===== config.mk =====
export PLATFORM = sky130hd
export DESIGN_NAME = link_payload_fragmenter_top_flat
export DESIGN_NICKNAME = d
export VERILOG_FILES = /design/src/rtl/lpf_pkg.sv /design/src/rtl/lpf_if.sv /design/src/rtl/lpf_csr.sv /design/src/rtl/lpf_frag.sv /design/src/rtl/link_payload_fragmenter_top.sv /design/src/flat_wrapper.sv
export SDC_FILE = /design/constraint.sdc
export NUM_CORES = 1
export LEC_CHECK = 0
export BUFFER_PORTS_ARGS = -buffer_cell sky130_fd_sc_hd__buf_2
export CAP_MARGIN = 10
export CORE_ASPECT_RATIO = 0.5
export CORE_MARGIN = 5
export CORE_UTILIZATION = 48
export CTS_CLUSTER_DIAMETER = 80
export DETAILED_ROUTE_END_ITERATION = 6
export GPL_TIMING_DRIVEN = 0
export PLACE_DENSITY = 0.66
export SLEW_MARGIN = 20
export SYNTH_ARGS = -nofsm -noshare
export SYNTH_HDL_FRONTEND = slang
export SYNTH_SLANG_ARGS = --single-unit

===== constraint.sdc =====
create_clock -name clock -period 12.02 [get_ports clock]
set_clock_uncertainty 0.1 [all_clocks]
set_input_delay 0 -clock clock [delete_from_list [all_inputs] [get_ports clock]]
set_output_delay 0 -clock clock [all_outputs]
set_load 0.01 [all_outputs]

===== src/rtl/lpf_pkg.sv =====
`timescale 1ns / 1ps
package lpf_pkg;

   // Fixed framing constants
   localparam int unsigned HEADER_LEN     = 5;
   localparam logic [9:0]  ATT_OVERHEAD   = 10'd3;
   localparam logic [9:0]  MIN_MTU        = 10'd23;
   localparam logic [9:0]  BUFFER_BYTES   = 10'd256;
   localparam logic [7:0]  MORE_FLAG_MASK = 8'h80;

   // Register reset values
   localparam logic [9:0]  MTU_RESET      = 10'd23;
   localparam logic [9:0]  ATTR_RESET     = 10'd244;
   localparam logic [7:0]  VERSION_RESET  = 8'h01;

   // CSR map: register index = paddr[3:2]
   localparam int unsigned CSR_ADDR_W = 4;
   localparam logic [1:0]  REG_MTU     = 2'd0;
   localparam logic [1:0]  REG_ATTR    = 2'd1;
   localparam logic [1:0]  REG_VERSION = 2'd2;

   // Word slots of one item's result group
   localparam int unsigned CHUNK_W = 9;
   localparam logic [2:0]  SLOT_FIRST    = 3'd0;
   localparam logic [2:0]  SLOT_LAST_HDR = 3'd4;
   localparam logic [2:0]  SLOT_DATA     = 3'd5;

   typedef struct packed {
      logic [7:0]         version;
      logic [CHUNK_W-1:0] chunk_lim;   // zero: no room for payload
   } lpf_cfg_type;

   typedef struct packed {
      logic [7:0]  command_id;
      logic [7:0]  message_key;
      logic [15:0] message_length;
      logic [7:0]  data_byte;
      logic        has_data;
   } lpf_item_type;

   typedef struct packed {
      logic               emit;        // at least one word to send
      logic [2:0]         first_slot;
      logic [2:0]         last_slot;
      logic [4:0][7:0]    hdr;
      logic               hdr_end;     // empty fragment ends on last header byte
      logic [7:0]         data;
      logic               data_fe;
      logic               data_me;
      logic               data_se;
      logic [15:0]        sent_next;
      logic [CHUNK_W-1:0] left_next;
   } lpf_frag_type;

endpackage


===== src/rtl/lpf_if.sv =====
`timescale 1ns / 1ps
interface lpf_req_if;
   logic        valid;
   logic        ready;
   logic [7:0]  command_id;
   logic [7:0]  message_key;
   logic [15:0] message_length;
   logic [7:0]  data_byte;
   logic        has_data;

   modport source (output valid, command_id, message_key, message_length, data_byte,
                   has_data, input ready);
   modport sink (input valid, command_id, message_key, message_length, data_byte,
                 has_data, output ready);
endinterface

interface lpf_rsp_if;
   logic       valid;
   logic       ready;
   logic [7:0] out_byte;
   logic       fragment_end;
   logic       message_end;
   logic       size_error;

   modport source (output valid, out_byte, fragment_end, message_end, size_error,
                   input ready);
   modport sink (input valid, out_byte, fragment_end, message_end, size_error,
                 output ready);
endinterface


===== src/rtl/lpf_csr.sv =====
`timescale 1ns / 1ps
module lpf_csr (
   input  logic                             clock,
   input  logic                             reset,
   input  logic                             csr_psel,
   input  logic                             csr_penable,
   input  logic                             csr_pwrite,
   input  logic [lpf_pkg::CSR_ADDR_W-1:0]   csr_paddr,
   input  logic [31:0]                      csr_pwdata,
   output logic [31:0]                      csr_prdata,
   output logic                             csr_pready,
   output lpf_pkg::lpf_cfg_type             cfg
);
   import lpf_pkg::*;

   logic [9:0] mtu_ff, mtu_in;
   logic [9:0] attr_ff, attr_in;
   logic [7:0] version_ff, version_in;
   logic       wr_en;
   logic [1:0] reg_idx;
   logic [9:0] mtu_eff;
   logic [9:0] pkt_a, pkt_b, pkt_c;

   assign csr_pready = 1'b1;
   assign wr_en      = csr_psel && csr_penable && csr_pwrite && csr_pready;
   assign reg_idx    = csr_paddr[3:2];

   // register writes
   always_comb begin
      mtu_in     = mtu_ff;
      attr_in    = attr_ff;
      version_in = version_ff;
      if (wr_en) begin
         unique case (reg_idx)
            REG_MTU:     mtu_in     = csr_pwdata[9:0];
            REG_ATTR:    attr_in    = csr_pwdata[9:0];
            REG_VERSION: version_in = csr_pwdata[7:0];
            default: ;
         endcase
      end
   end

   always_ff @(posedge clock) begin
      if (reset) begin
         mtu_ff     <= MTU_RESET;
         attr_ff    <= ATTR_RESET;
         version_ff <= VERSION_RESET;
      end else begin
         mtu_ff     <= mtu_in;
         attr_ff    <= attr_in;
         version_ff <= version_in;
      end
   end

   // read mux
   always_comb begin
      unique case (reg_idx)
         REG_MTU:     csr_prdata = {22'd0, mtu_ff};
         REG_ATTR:    csr_prdata = {22'd0, attr_ff};
         REG_VERSION: csr_prdata = {24'd0, version_ff};
         default:     csr_prdata = 32'd0;
      endcase
   end

   // payload bytes per fragment: clamp MTU, drop overhead, cap at attribute and buffer size, drop header
   always_comb begin
      mtu_eff = (mtu_ff < MIN_MTU) ? MIN_MTU : mtu_ff;
      pkt_a   = (mtu_eff > ATT_OVERHEAD) ? (mtu_eff - ATT_OVERHEAD) : 10'd0;
      pkt_b   = (pkt_a > attr_ff) ? attr_ff : pkt_a;
      pkt_c   = (pkt_b > BUFFER_BYTES) ? BUFFER_BYTES : pkt_b;
      cfg.version = version_ff;
      if (pkt_c > 10'(HEADER_LEN)) begin
         cfg.chunk_lim = CHUNK_W'(pkt_c - 10'(HEADER_LEN));
      end else begin
         cfg.chunk_lim = '0;
      end
   end

endmodule


===== src/rtl/lpf_frag.sv =====
`timescale 1ns / 1ps
module lpf_frag (
   input  lpf_pkg::lpf_item_type              item,
   input  lpf_pkg::lpf_cfg_type               cfg,
   input  logic [15:0]                        bytes_sent,
   input  logic [lpf_pkg::CHUNK_W-1:0]        left_in_fragment,
   output lpf_pkg::lpf_frag_type              frag
);
   import lpf_pkg::*;

   logic [15:0]        remain;
   logic               more;
   logic [CHUNK_W-1:0] chunk;
   logic               new_frag;
   logic [CHUNK_W-1:0] left_dec;
   logic               idle_state;

   assign remain     = (item.message_length > bytes_sent) ?
                       (item.message_length - bytes_sent) : 16'd0;
   // more fragments follow exactly when the remainder exceeds one chunk
   assign more       = remain > {{(16-CHUNK_W){1'b0}}, cfg.chunk_lim};
   assign chunk      = more ? cfg.chunk_lim : remain[CHUNK_W-1:0];
   assign new_frag   = (left_in_fragment == '0);
   assign left_dec   = (new_frag ? chunk : left_in_fragment) - CHUNK_W'(1);
   assign idle_state = (bytes_sent == '0) && new_frag;

   always_comb begin
      frag.emit       = 1'b0;
      frag.first_slot = SLOT_DATA;
      frag.last_slot  = SLOT_DATA;
      frag.hdr[0]     = item.command_id;
      frag.hdr[1]     = cfg.version;
      frag.hdr[2]     = item.message_key;
      frag.hdr[3]     = (more ? MORE_FLAG_MASK : 8'h00) | {7'd0, chunk[8]};
      frag.hdr[4]     = chunk[7:0];
      frag.hdr_end    = 1'b0;
      frag.data       = item.data_byte;
      frag.data_fe    = 1'b0;
      frag.data_me    = 1'b0;
      frag.data_se    = 1'b0;
      frag.sent_next  = bytes_sent;
      frag.left_next  = left_in_fragment;

      if (cfg.chunk_lim == '0) begin
         // no room: single error word, message dropped
         frag.emit      = 1'b1;
         frag.data      = 8'h00;
         frag.data_se   = 1'b1;
         frag.sent_next = '0;
         frag.left_next = '0;
      end else if (!item.has_data) begin
         // empty message gives a header-only fragment; ignored mid-message
         if (idle_state) begin
            frag.emit       = 1'b1;
            frag.first_slot = SLOT_FIRST;
            frag.last_slot  = SLOT_LAST_HDR;
            frag.hdr[3]     = 8'h00;
            frag.hdr[4]     = 8'h00;
            frag.hdr_end    = 1'b1;
         end
      end else if (remain == '0) begin
         // surplus byte: drop and clear
         frag.sent_next = '0;
         frag.left_next = '0;
      end else begin
         frag.emit       = 1'b1;
         frag.first_slot = new_frag ? SLOT_FIRST : SLOT_DATA;
         if (remain == 16'd1) begin
            frag.data_fe   = 1'b1;
            frag.data_me   = 1'b1;
            frag.sent_next = '0;
            frag.left_next = '0;
         end else begin
            frag.data_fe   = (left_dec == '0);
            frag.sent_next = bytes_sent + 16'd1;
            frag.left_next = left_dec;
         end
      end
   end

endmodule


===== src/rtl/link_payload_fragmenter_top.sv =====
`timescale 1ns / 1ps
// Channel   Dir  Handshake     Word
// req_chan  in   valid/ready   command_id, message_key, message_length, data_byte, has_data
// rsp_chan  out  valid/ready   out_byte, fragment_end, message_end, size_error
// csr_*     in   APB read/write negotiated_mtu, attribute_max_len, header_version
//
// Each request word yields 0 to 6 response words: one payload byte, plus five header
// bytes where a fragment starts. A request is registered, decoded into a slot group and
// sent one word a cycle from the response register while the response is ready. A byte
// inside a fragment sustains one word per cycle unless the response stalls; the response
// port bounds throughput at one word per cycle. Synchronous reset clears config, state
// and valids. A stalled response holds the group; the input register still takes one.
module link_payload_fragmenter_top (
   input  logic                            clock,
   input  logic                            reset,
   lpf_req_if.sink                         req_chan,
   lpf_rsp_if.source                       rsp_chan,
   input  logic                            csr_psel,
   input  logic                            csr_penable,
   input  logic                            csr_pwrite,
   input  logic [lpf_pkg::CSR_ADDR_W-1:0]  csr_paddr,
   input  logic [31:0]                     csr_pwdata,
   output logic [31:0]                     csr_prdata,
   output logic                            csr_pready
);
   import lpf_pkg::*;

   lpf_cfg_type        cfg;
   lpf_frag_type       frag;
   lpf_item_type       item_ff;
   logic               in_vld_ff;
   logic [15:0]        sent_ff;
   logic [CHUNK_W-1:0] left_ff;
   logic               res_vld_ff;
   logic [2:0]         idx_ff;
   logic [2:0]         last_ff;
   logic [4:0][7:0]    hdr_ff;
   logic               hdr_end_ff;
   logic [7:0]         data_ff;
   logic               data_fe_ff, data_me_ff, data_se_ff;
   logic               take, res_done, move;

   lpf_csr u_csr (
      .clock       (clock),
      .reset       (reset),
      .csr_psel    (csr_psel),
      .csr_penable (csr_penable),
      .csr_pwrite  (csr_pwrite),
      .csr_paddr   (csr_paddr),
      .csr_pwdata  (csr_pwdata),
      .csr_prdata  (csr_prdata),
      .csr_pready  (csr_pready),
      .cfg         (cfg)
   );

   lpf_frag u_frag (
      .item             (item_ff),
      .cfg              (cfg),
      .bytes_sent       (sent_ff),
      .left_in_fragment (left_ff),
      .frag             (frag)
   );

   // handshake control
   assign take           = rsp_chan.valid && rsp_chan.ready;
   assign res_done       = take && (idx_ff == last_ff);
   assign move           = in_vld_ff && (!res_vld_ff || res_done);
   assign req_chan.ready = !in_vld_ff || move;

   // input register
   always_ff @(posedge clock) begin
      if (reset) begin
         in_vld_ff <= 1'b0;
      end else if (req_chan.ready) begin
         in_vld_ff <= req_chan.valid;
      end
   end

   always_ff @(posedge clock) begin
      if (req_chan.valid && req_chan.ready) begin
         item_ff.command_id     <= req_chan.command_id;
         item_ff.message_key    <= req_chan.message_key;
         item_ff.message_length <= req_chan.message_length;
         item_ff.data_byte      <= req_chan.data_byte;
         item_ff.has_data       <= req_chan.has_data;
      end
   end

   // message state advances as a word leaves the input register
   always_ff @(posedge clock) begin
      if (reset) begin
         sent_ff <= '0;
         left_ff <= '0;
      end else if (move) begin
         sent_ff <= frag.sent_next;
         left_ff <= frag.left_next;
      end
   end

   // response group control
   always_ff @(posedge clock) begin
      if (reset) begin
         res_vld_ff <= 1'b0;
         idx_ff     <= SLOT_FIRST;
         last_ff    <= SLOT_DATA;
      end else if (move) begin
         res_vld_ff <= frag.emit;
         idx_ff     <= frag.first_slot;
         last_ff    <= frag.last_slot;
      end else if (res_done) begin
         res_vld_ff <= 1'b0;
      end else if (take) begin
         idx_ff <= idx_ff + 3'd1;
      end
   end

   // response group payload
   always_ff @(posedge clock) begin
      if (move) begin
         hdr_ff     <= frag.hdr;
         hdr_end_ff <= frag.hdr_end;
         data_ff    <= frag.data;
         data_fe_ff <= frag.data_fe;
         data_me_ff <= frag.data_me;
         data_se_ff <= frag.data_se;
      end
   end

   // slot select
   assign rsp_chan.valid = res_vld_ff;
   always_comb begin
      rsp_chan.out_byte     = data_ff;
      rsp_chan.fragment_end = data_fe_ff;
      rsp_chan.message_end  = data_me_ff;
      rsp_chan.size_error   = data_se_ff;
      if (idx_ff < SLOT_DATA) begin
         rsp_chan.out_byte     = hdr_ff[idx_ff];
         rsp_chan.fragment_end = (idx_ff == SLOT_LAST_HDR) && hdr_end_ff;
         rsp_chan.message_end  = (idx_ff == SLOT_LAST_HDR) && hdr_end_ff;
         rsp_chan.size_error   = 1'b0;
      end
   end

endmodule

===== src/flat_wrapper.sv =====
// flat-port wrapper written by rule: the top's interface ports become plain ports
module link_payload_fragmenter_top_flat import lpf_pkg::*;
  (clock, reset, csr_psel, csr_penable, csr_pwrite, csr_paddr, csr_pwdata, csr_prdata, csr_pready, req_chan_valid, req_chan_command_id, req_chan_message_key, req_chan_message_length, req_chan_data_byte, req_chan_has_data, req_chan_ready, rsp_chan_valid, rsp_chan_out_byte, rsp_chan_fragment_end, rsp_chan_message_end, rsp_chan_size_error, rsp_chan_ready);
  lpf_req_if req_chan_i ();
  lpf_rsp_if rsp_chan_i ();
  input  logic clock;
  input  logic reset;
  input  logic csr_psel;
  input  logic csr_penable;
  input  logic csr_pwrite;
  input  logic [lpf_pkg::CSR_ADDR_W-1:0] csr_paddr;
  input  logic [31:0] csr_pwdata;
  output logic [31:0] csr_prdata;
  output logic csr_pready;
  input wire logic [$bits(req_chan_i.valid)-1:0] req_chan_valid;
  input wire logic [$bits(req_chan_i.command_id)-1:0] req_chan_command_id;
  input wire logic [$bits(req_chan_i.message_key)-1:0] req_chan_message_key;
  input wire logic [$bits(req_chan_i.message_length)-1:0] req_chan_message_length;
  input wire logic [$bits(req_chan_i.data_byte)-1:0] req_chan_data_byte;
  input wire logic [$bits(req_chan_i.has_data)-1:0] req_chan_has_data;
  output wire logic [$bits(req_chan_i.ready)-1:0] req_chan_ready;
  output wire logic [$bits(rsp_chan_i.valid)-1:0] rsp_chan_valid;
  output wire logic [$bits(rsp_chan_i.out_byte)-1:0] rsp_chan_out_byte;
  output wire logic [$bits(rsp_chan_i.fragment_end)-1:0] rsp_chan_fragment_end;
  output wire logic [$bits(rsp_chan_i.message_end)-1:0] rsp_chan_message_end;
  output wire logic [$bits(rsp_chan_i.size_error)-1:0] rsp_chan_size_error;
  input wire logic [$bits(rsp_chan_i.ready)-1:0] rsp_chan_ready;
  assign req_chan_i.valid = req_chan_valid;
  assign req_chan_i.command_id = req_chan_command_id;
  assign req_chan_i.message_key = req_chan_message_key;
  assign req_chan_i.message_length = req_chan_message_length;
  assign req_chan_i.data_byte = req_chan_data_byte;
  assign req_chan_i.has_data = req_chan_has_data;
  assign req_chan_ready = req_chan_i.ready;
  assign rsp_chan_valid = rsp_chan_i.valid;
  assign rsp_chan_out_byte = rsp_chan_i.out_byte;
  assign rsp_chan_fragment_end = rsp_chan_i.fragment_end;
  assign rsp_chan_message_end = rsp_chan_i.message_end;
  assign rsp_chan_size_error = rsp_chan_i.size_error;
  assign rsp_chan_i.ready = rsp_chan_ready;
  link_payload_fragmenter_top u_core (.clock(clock), .reset(reset), .req_chan(req_chan_i), .rsp_chan(rsp_chan_i), .csr_psel(csr_psel), .csr_penable(csr_penable), .csr_pwrite(csr_pwrite), .csr_paddr(csr_paddr), .csr_pwdata(csr_pwdata), .csr_prdata(csr_prdata), .csr_pready(csr_pready));
endmodule

==> summary.txt <==
Status
  – Status: completed

GRT
  – Largest net degree at the start of global routing: 39
  – GRT Residual Overflow: 0
  – GR Util All Layers: 22.3%
  – First-pass GRT wire length: 37,400 um
  – Initial antenna violation count: 0
  – Vias in the first global route: 7,181

Timing
  – Slew Limit Fails: 0
  – Crit share post-route: 83.2%
  – Worst slew pin tran: 0.896 ns
  – Setup TNS: 0 ns
  – Endpoints failing hold: 0
  – Setup violators final: 0
  – Minimum clock period: 10.00 ns
  – RSZ-0062 raised after global routing: false
  – F_max: 100 MHz
  – Slew margin rel.: 39.7%

Clock network
  – Post-cts resize count: 0
  – Clk slew on worst S/H paths: 0.06 ns
  – Clock sink total: 146
  – Clock tree from TritonCTS: yes
  – CTS root buffer: clkbuf_16
  – Worst skew pair latency: 0.42 ns
  – Bufs on Longest Clock Path: 2
  – CTS H-Tree Depth: 4
  – Inserted Clock Buffers: 17

Routing
  – First-pass DRT Iterations: 5
  – Vias per cell: 5.65
  – Metal2 WL: 10,300 um
  – Drt total wl: 23,700 um
  – Vias: 7,617
  – Final antenna-violating net count: 0
  – Length of routed met3 wiring: 1840 um
  – Routed len/inst: 17.5 um
  – DRC Markers: 0
  – Max Used Layer: met4
  – Wl on met1: 11,300 um
  – Starting DRT DRC Count: 714

Floorplanning
  – Die W: 200 um
  – Initial core utilization: 49.5%
  – Die Ht: 105 um
  – CORE AREA: 0.0175 mm2
  – Die Area: 0.0210 mm2
  – Num ports: 130
  – Std cell rows: 34

Synth
  – #FFs+latches synth: 146
  – Mapped Area: 0.00867 mm2
  – Mapped Cells: 920
  – Sequential fraction of the synthesis area: 43.8%
  – Yosys warnings: 0
  – Fraction of registers with async set/reset: 0%
  – Count of cell types in the netlist: 74
  – Mean post-synth cell area: 9.42 um2
  – Most used flip-flop cell after synthesis: edfxtp_1
  – Post-synth EDFFs: 87

Pwr
  – Part of the power in the clock network: 38.5%
  – Pwr Total: 0.00134 W
  – P_sw: 0.000374 W
  – Cell area power density: 125 mW/mm2
  – Combinational Power Share: 18.9%
  – Sequential Power Share: 42.6%
  – Leakage Power: 4.36 nW
  – Int Power: 0.000963 W
  – Peak supply drop: 0.124 mV
  – Sw Ratio: 28.0%

Critical path
  – Crit end category: register
  – Most frequent CP cell: ha_1
  – Signal arrival time at the worst endpoint: 10.07 ns
  – CP Launch Type: register
  – Critical Path Fanout Max: 10
  – Slowest stage cell, crit path: a2111o_1
  – WP data required: 12.09 ns
  – WS Path Type: register to register
  – Max stage delay on crit path: 0.53 ns

Final layout
  – Area Overhead vs Synth: 23.3%
  – Diode count: 0
  – Ratio of cells with drive above 1 in the final layout: 16.1%
  – Final #Nets: 1,231

Place
  – Routability Congestion: 0.928
  – PortBufs: 81
  – DP HPWL: 17,800 um

Worst hold path
  – Hold Path Class: input port to register

Flow run
  – Max_cap viols: 0
## through the flow
| stage | setup slack (ns) | cells | util [%] | hold WS, ns | cell area [um2] |
|---|---|---|---|---|---|
| finish | 2.02 | 1349 | 61.0 | 0.0470 | 10700 |
| global route | 1.01 | 1349 | 61.0 | 0.0720 | 10700 |
| CTS | 2.12 | 1349 | 60.9 | 0.0416 | 10700 |
| detailed placement | 2.16 | 1260 | 54.4 | 0.0781 | 9530 |
| global placement | 2.21 | 1257 | 53.9 | 0.0761 | 9450 |
| floorplan | 3.75 | 942 | - | -0.00113 | 8750 |
## sequential cells by signal (all words and copies together), names as in the netlist
signal / count
u_core.item_ff: 41
u_core.hdr_ff: 34
u_core.sent_ff: 16
u_core.u_csr.attr_ff: 10
u_core.u_csr.mtu_ff: 10
u_core.left_ff: 9
u_core.data_ff: 8
u_core.u_csr.version_ff: 8
u_core.idx_ff: 3
u_core.data_fe_ff: 1
u_core.data_me_ff: 1
u_core.data_se_ff: 1
u_core.hdr_end_ff: 1
u_core.in_vld_ff: 1
u_core.last_ff: 1
u_core.rsp_chan.valid: 1
## power groups by stage
stage / clock (W) / combinational, W / sequential, W
detailed placement: 0 / 0.000234 / 0.000580
CTS: 0.000520 / 0.000249 / 0.000569
finish: 0.000515 / 0.000253 / 0.000569
global placement: 0 / 0.000226 / 0.000580
floorplan: 0 / 0.000165 / 0.000576
global route: 0.000546 / 0.000279 / 0.000571
## cell usage after synthesis (all sizes together) (7+ instances only)
| library cell | number | area (um2) |
|---|---|---|
| inv | 48 | 180 |
| nand4 | 9 | 56.3 |
| nand2 | 83 | 312 |
| o21ai | 54 | 278 |
| edfxtp | 87 | 2610 |
| dfxtp | 59 | 1180 |
| mux2 | 8 | 90.1 |
| nand3 | 36 | 185 |
| nor2 | 86 | 323 |
| o21a | 10 | 75.1 |
| clkbuf | 26 | 97.6 |
| mux2i | 24 | 240 |
| buf | 37 | 260 |
| or3 | 7 | 43.8 |
| a21o | 12 | 90.1 |
| nand3b | 9 | 67.6 |
| and3 | 21 | 131 |
| a211oi | 8 | 65.1 |
| o211ai | 7 | 52.6 |
| a22oi | 7 | 52.6 |
| ha | 44 | 551 |
| xnor2 | 11 | 96.3 |
| xor2 | 15 | 131 |
| a31oi | 19 | 134 |
| a221oi | 8 | 76.3 |
| nor3 | 12 | 60.1 |
| a21oi | 57 | 285 |
| a211o | 11 | 105 |
| and2 | 15 | 93.8 |
| nor4 | 11 | 75.1 |
| nor2b | 8 | 50.1 |
## placed cells by master, fill, tap and decap left out, drive strengths merged, types with 21 or more instances in the layout
master and instances:
buf 121, edfxtp 87, nor2 86, nand2 83, dfxtp 59, dlygate4sd3 57
a21oi 57, o21ai 54, inv 52, clkbuf 49, ha 44, nand3 36
mux2i 24, conb 24, and3 21
## kinds of logic after synthesis
group | after synthesis | synth area share, %
other | 2 | 0.0866
AO/OA/AOI/OAI | 230 | 17.8
XOR/XNOR | 26 | 2.63
buffers and inverters | 112 | 6.25
adder cells (fa/ha/maj) | 45 | 6.58
AND/OR/NAND/NOR | 325 | 18.6
multiplexers | 34 | 4.33
flip-flops | 146 | 43.8
## worst paths after layout
check                               from                      to  slack [ns]  cells after the start
setup reg to reg  u_core.u_csr.mtu_ff[3]       u_core.data_fe_ff        2.02                     37
hold / removal               csr_penable  u_core.u_csr.mtu_ff[7]        0.05                      5
hold reg to reg       u_core.item_ff[26]       u_core.hdr_ff[17]        0.32                      0
setup / recovery  u_core.u_csr.mtu_ff[3]       u_core.data_fe_ff        2.02                     37
## metal layers
layer / vias to the layer above / GRT usage, %
li1: 3699 / -
met1: 3607 / 32.2
met2: 281 / 34.2
met3: 30 / 5.56
met4: 0 / 4.60
met5: - / 0
## what timing repair did
item	in CTS	in global routing
endpoints found under the hold margin	77	0
hold buffers	57	0
setup buffers	0	0
## area by class of cell
cell class	count	area [um2]
clock inverter	9	65.1
buffer	63	358
sequential	146	3790
timing repair buffer	141	1050
multi-input combinational	684	4430
fill	1487	6840
tap	234	293
clock buffer	23	510
inverter	49	184
## critical path: cells and delay by family, from the launching register on
family                     cells  cell delay [ns]
buffers and inverters          7             1.21
and+or+nand+nor                8             2.04
DFF                            1             0.30
xor gates and xnor gates       2             0.46
adders and majority gates      5             1.33
AOI/OAI and AO/OA             15             4.30
Note: power is estimated with default switching activity, not from simulation.
